===== config.mk =====
export PLATFORM = sky130hd
export DESIGN_NAME = bale_cell
export DESIGN_NICKNAME = d
export VERILOG_FILES = /design/src/rtl/core/bale_pkg.sv /design/src/rtl/core/bale_cell.sv
export SDC_FILE = /design/constraint.sdc
export NUM_CORES = 1
export LEC_CHECK = 0
export BUFFER_PORTS_ARGS = -buffer_cell sky130_fd_sc_hd__buf_2
export CORE_ASPECT_RATIO = 2
export CORE_MARGIN = 2
export CORE_UTILIZATION = 45
export DETAILED_ROUTE_END_ITERATION = 12
export PLACE_DENSITY = 0.86
export REMOVE_ABC_BUFFERS = 1
export SLEW_MARGIN = 5
export SYNTH_ARGS = -nofsm -noshare
export SYNTH_HDL_FRONTEND = slang
export SYNTH_SLANG_ARGS = --single-unit

===== constraint.sdc =====
create_clock -name i_clk -period 4 [get_ports i_clk]
set_clock_uncertainty 0.15 [all_clocks]
set_input_delay 0.2 -clock i_clk [delete_from_list [all_inputs] [get_ports i_clk]]
set_output_delay 0.2 -clock i_clk [all_outputs]
set_load 0.01 [all_outputs]

===== src/rtl/core/bale_pkg.sv =====
package bale_pkg;

    // Field widths of the request and response transactions.
    localparam int MODE_W = 3;
    localparam int POS_W  = 7;
    localparam int IDX_W  = 6;
    localparam int VAL_W  = 32;
    localparam int CNT_W  = 7;

    // Request kinds.
    typedef enum logic [MODE_W-1:0] {
        MODE_APPEND = 3'd0,
        MODE_INSERT = 3'd1,
        MODE_REMOVE = 3'd2,
        MODE_SEARCH = 3'd3,
        MODE_READ   = 3'd4
    } t_mode;

    // Control sequencer states.
    typedef enum logic [1:0] {
        ST_IDLE,
        ST_WALK,
        ST_HOLD
    } t_state;

    // Store update that every cell applies in the same cycle.
    typedef enum logic [1:0] {
        CELL_HOLD,
        CELL_APPEND,
        CELL_INSERT,
        CELL_REMOVE
    } t_cell_op;

    // Request transaction payload.
    typedef struct packed {
        logic [MODE_W-1:0]       mode;
        logic [POS_W-1:0]        position;
        logic signed [VAL_W-1:0] item_value;
    } t_req;

    // Response transaction payload.
    typedef struct packed {
        logic                    status;
        logic [IDX_W-1:0]        found_index;
        logic signed [VAL_W-1:0] read_value;
        logic [CNT_W-1:0]        entry_count;
    } t_rsp;

    // Store update broadcast to the cell chain.
    typedef struct packed {
        t_cell_op           op;
        logic [POS_W-1:0]   position;
        logic [VAL_W-1:0]   value;
    } t_cell_cmd;

    // Probe that walks the chain one cell per cycle for a search or a read.
    // For a search, data carries the key; for a read, it collects the entry.
    typedef struct packed {
        logic               active;
        logic               search;
        logic               hit;
        logic [IDX_W-1:0]   found_index;
        logic [VAL_W-1:0]   data;
    } t_probe;

endpackage


===== src/rtl/core/bale_cell.sv =====
module bale_cell #(
    parameter int INDEX = 0
) (
    input  logic                 i_clk,
    input  logic                 i_rst_n,
    input  bale_pkg::t_cell_cmd  i_cmd,
    input  logic                 i_left_valid,
    input  logic [31:0]          i_left_data,
    input  logic                 i_right_valid,
    input  logic [31:0]          i_right_data,
    output logic                 o_valid,
    output logic [31:0]          o_data,
    input  bale_pkg::t_probe     i_probe,
    output bale_pkg::t_probe     o_probe
);
    import bale_pkg::*;

    localparam logic [31:0] INDEX_U = 32'(INDEX);

    logic             r_valid;
    logic             n_valid;
    logic [VAL_W-1:0] r_data;
    logic [VAL_W-1:0] n_data;
    t_probe           r_probe;
    t_probe           n_probe;
    logic             w_at_pos;
    logic             w_above_pos;

    assign w_at_pos    = (INDEX_U == 32'(i_cmd.position));
    assign w_above_pos = (INDEX_U >  32'(i_cmd.position));

    // Entry update: load, shift from a neighbor, or hold.
    always_comb begin
        n_valid = r_valid;
        n_data  = r_data;
        case (i_cmd.op)
            CELL_APPEND: begin
                // The first empty cell takes the new value.
                if (!r_valid && i_left_valid) begin
                    n_valid = 1'b1;
                    n_data  = i_cmd.value;
                end
            end
            CELL_INSERT: begin
                if (w_above_pos) begin
                    n_valid = i_left_valid;
                    n_data  = i_left_data;
                end else if (w_at_pos) begin
                    n_valid = 1'b1;
                    n_data  = i_cmd.value;
                end
            end
            CELL_REMOVE: begin
                if (w_above_pos || w_at_pos) begin
                    n_valid = i_right_valid;
                    n_data  = i_right_data;
                end
            end
            default: begin
            end
        endcase
    end

    // Probe stage: a search records the first live match, a read grabs the entry.
    always_comb begin
        n_probe = i_probe;
        if (i_probe.active) begin
            if (i_probe.search) begin
                if (!i_probe.hit && r_valid && (r_data == i_probe.data)) begin
                    n_probe.hit         = 1'b1;
                    n_probe.found_index = IDX_W'(INDEX);
                end
            end else if (w_at_pos) begin
                n_probe.hit  = 1'b1;
                n_probe.data = r_data;
            end
        end
    end

    always_ff @(posedge i_clk) begin
        if (!i_rst_n) begin
            r_valid <= 1'b0;
            r_data  <= '0;
            r_probe <= '0;
        end else begin
            r_valid <= n_valid;
            r_data  <= n_data;
            r_probe <= n_probe;
        end
    end

    assign o_valid = r_valid;
    assign o_data  = r_data;
    assign o_probe = r_probe;

endmodule


==> results.sh <==
export IMPL_status="finished, final reports clean"
export IMPL_setup_worst_path_start_class="input pin"
export IMPL_top_layer_used="met4"
export IMPL_area_delta_synth_final_pct=55.7
export IMPL_worstPathRequired_ns=4.12
export IMPL_r2r_cells=6
export IMPL_holdPathStages=3
export IMPL_detail_route_wl_per_cell_um=17.0
export IMPL_r2r_start="o_valid"
export IMPL_grt_max_degree=46
export IMPL_min_to="o_data[7]"
export IMPL_synth_compound_area_share_pct=12.5
export IMPL_min_from="i_cmd[7]"
export IMPL_synth_xor_xnor_area_share_pct=8.21
export IMPL_synth_cell_type_count=28
export IMPL_min_period_over_period_pct=66.6
export IMPL_met2_length_um=6070
export IMPL_die_h_um=127
export IMPL_crit_chain="buf_2 -> a31o_2 -> buf_12 -> nor2_1 -> a311oi_1 -> dlygate4sd3_1"
export IMPL_ant_nets=0
export IMPL_drtPass1Iterations=4
export IMPL_rrSetupSlack_ns=1.33
export IMPL_maxCapViolations=0
export IMPL_num_fill_cells=524
export IMPL_sw_frac_of_total_pct=25.7
export IMPL_io_pins=224
export IMPL_wl_met3_um=1190
export IMPL_path_class="input pin to register"
export IMPL_grt_antenna_before_repair=0
export IMPL_power_density_nw_per_um2=367
export IMPL_nNetsFinal=769
export IMPL_synth_simple_gate_area_share_pct=21.6
export IMPL_grt_total_usage_pct=29.5
export IMPL_viasPerCell=5.44
export IMPL_dp_hpwl_um=7870
export IMPL_startpoint="i_cmd[40]"
export IMPL_finalHoldViolCount=0
export IMPL_synth_area_leaders="dfxtp_1 43%, mux2i_1 9.4%, xnor2_1 7.4%, nor2_1 7.4%, a311oi_1 7.2%"
export IMPL_netlist_instances=378
export IMPL_clk_pin_slew_worst_paths_ns=0.06
export IMPL_vias=3904
export IMPL_start_util_pct=45.6
export IMPL_syn_cell_area_um2=3410
export IMPL_finalCriticalPeriod_ns=2.67
export IMPL_die_w_um=65.6
export IMPL_finalPower_mw=1.95
export IMPL_dp_cells=640
export IMPL_cts_resized=0
export IMPL_post_synth_top_area_fraction_pct=43.4
export IMPL_wirelength_um=12200
export IMPL_cts_path_max_buffers=2
export IMPL_yosys_area_top_type="dfxtp_1"
export IMPL_io_buffer_count=191
export IMPL_grt_pass1_vias=3966
export IMPL_final_cell_mix="191 x buf_2, 74 x dfxtp_1, 67 x nor2_1"
export IMPL_synthAdderAreaFrac_pct=0
export IMPL_hold_ws_ns=0.00280
export IMPL_maxSlewViolCount=0
export IMPL_htreeDepth=3
export IMPL_drc=0
export IMPL_endpoint_kind="register"
export IMPL_arrival_ns=2.78
export IMPL_synth_area_per_cell_um2=9.03
export IMPL_routabilityCongestion=0.824
export IMPL_cts_sinks=74
export IMPL_drive_gt1_share_pct=36.0
export IMPL_cts_root_buf="clkbuf_16"
export IMPL_p_seq_share_pct=41.3
export IMPL_cts_tree="done"
export IMPL_wl_met1_um=4430
export IMPL_finalSetupViolCount=0
export IMPL_synth_mux_area_fraction_pct=9.39
export IMPL_synth_top_family_by_area="simple AND/OR/NAND/NOR gates"
export IMPL_finalNonFillerCells=717
export IMPL_crit_fanout=38
export IMPL_tightestPinTransition_ns=0.821
export IMPL_first_iter_violations=273
export IMPL_num_rows=45
export IMPL_numCtsBuffers=9
export IMPL_crit_path_top_delay_cell="a31o_2"
export IMPL_synth_seq_area_share_pct=43.4
export IMPL_p_leak_nw=2.65
export IMPL_die_area_um2=8340
export IMPL_clock_latency_ns=0.33
export IMPL_timing_fmax_mhz=375
export IMPL_final_common_cell="buf_2"
export IMPL_combPwrFrac_pct=18.2
export IMPL_synth_seq_cells=74
export IMPL_core_um2=7490
export IMPL_p_sw_mw=0.502
export IMPL_final_util_pct=71.0
export IMPL_overflow=0
export IMPL_synth_warning_count=0
export IMPL_rsz0062_at_grt="false"
export IMPL_irDropWorstVdd_v=0.000282
export IMPL_n_antenna_cell=0
export IMPL_grt_pass1_wl_um=18700
export IMPL_hold_path_class="input pin to register"
export IMPL_r2r_end="o_data[14]"
export IMPL_p_int_mw=1.45
export IMPL_tns_ns=0
export IMPL_clock_power_share_pct=40.4
export IMPL_slew_headroom_pct=45.2
export IMPL_cpPeakStageDelay_ns=0.69
## worst max path at each step
stage / cells after the start / end / slack, ns
6_report: 6 / o_data[14] / 1.33
3_5_place_dp: 6 / o_data[0] / 1.66
5_1_grt: 6 / o_data[14] / 1.16
3_3_place_gp: 5 / o_data[21] / 1.74
2_1_floorplan: 4 / o_probe[0] / 1.25
4_1_cts: 6 / o_data[16] / 1.43
## synthesized netlist by cell type (all sizes together)
cell     instances
a211oi           1
a21oi            1
a311oi          38
a31o             1
a41o             1
and2             2
and4b            1
buf             12
clkbuf          17
dfxtp           74
inv              8
mux2i           32
nand2           35
nand3           32
nand3b           1
nand4           13
nand4b           1
nand4bb          1
nor2            67
nor3             3
nor4             4
nor4bb           1
xnor2           29
xor2             3
## routing by layer
| layer | up-vias | global-route usage (%) |
|---|---|---|
| li1 | 1822 | - |
| met1 | 1786 | 30.6 |
| met2 | 262 | 52.0 |
| met3 | 34 | 7.48 |
| met4 | 0 | 16.8 |
| met5 | - | 0 |
## power groups by stage
stage               registers [mW]  logic [mW]  clock network, mW
floorplan                    0.838       0.125                  0
global placement             0.819       0.292                  0
detailed placement           0.820       0.298                  0
CTS                          0.805       0.346              0.797
global route                 0.810       0.383              0.834
finish                       0.805       0.355              0.787
## final cells by class
class	instances	area [um2]	share of cell area [%]
inverters	8	30.0	0.565
multi-input cells	267	1760	33.2
well taps	94	118	2.21
repair buffers	259	1630	30.8
flip-flops and latches	74	1480	27.9
clock inverters	3	40.0	0.753
clock buffers	12	246	4.64
## through the flow
stage | worst slack, ns | instance area [um2]
detailed placement | 1.66 | 4410
finish | 1.33 | 5310
global route | 1.16 | 5310
floorplan | 1.25 | 3280
global placement | 1.74 | 4410
CTS | 1.43 | 5310
## logic make-up (layout without fill, tap and decap cells)
kind of cell / after synthesis / in the layout
buffers and inverters: 37 / 282
multiplexers: 32 / 32
XOR/XNOR: 32 / 32
AND/OR/NAND/NOR: 161 / 161
AO/OA/AOI/OAI: 42 / 42
flip-flops: 74 / 74
## state kept, by name, indices dropped and copies added, names as in the netlist
name and flops:
o_data 32, o_probe 41, o_valid 1
## worst max-delay path, delay by kind of cell
kind / cells / cell delay [ns]
simple gates: 1 / 0.06
compound gates: 2 / 0.97
buf+inv: 3 / 1.51
## repair_timing
item                                   in CTS  in global routing
hold buffers                               62                  0
setup buffers                               0                  0
endpoints found under the hold margin      51                  0
No activity file was read; power rests on OpenSTA's default activity.
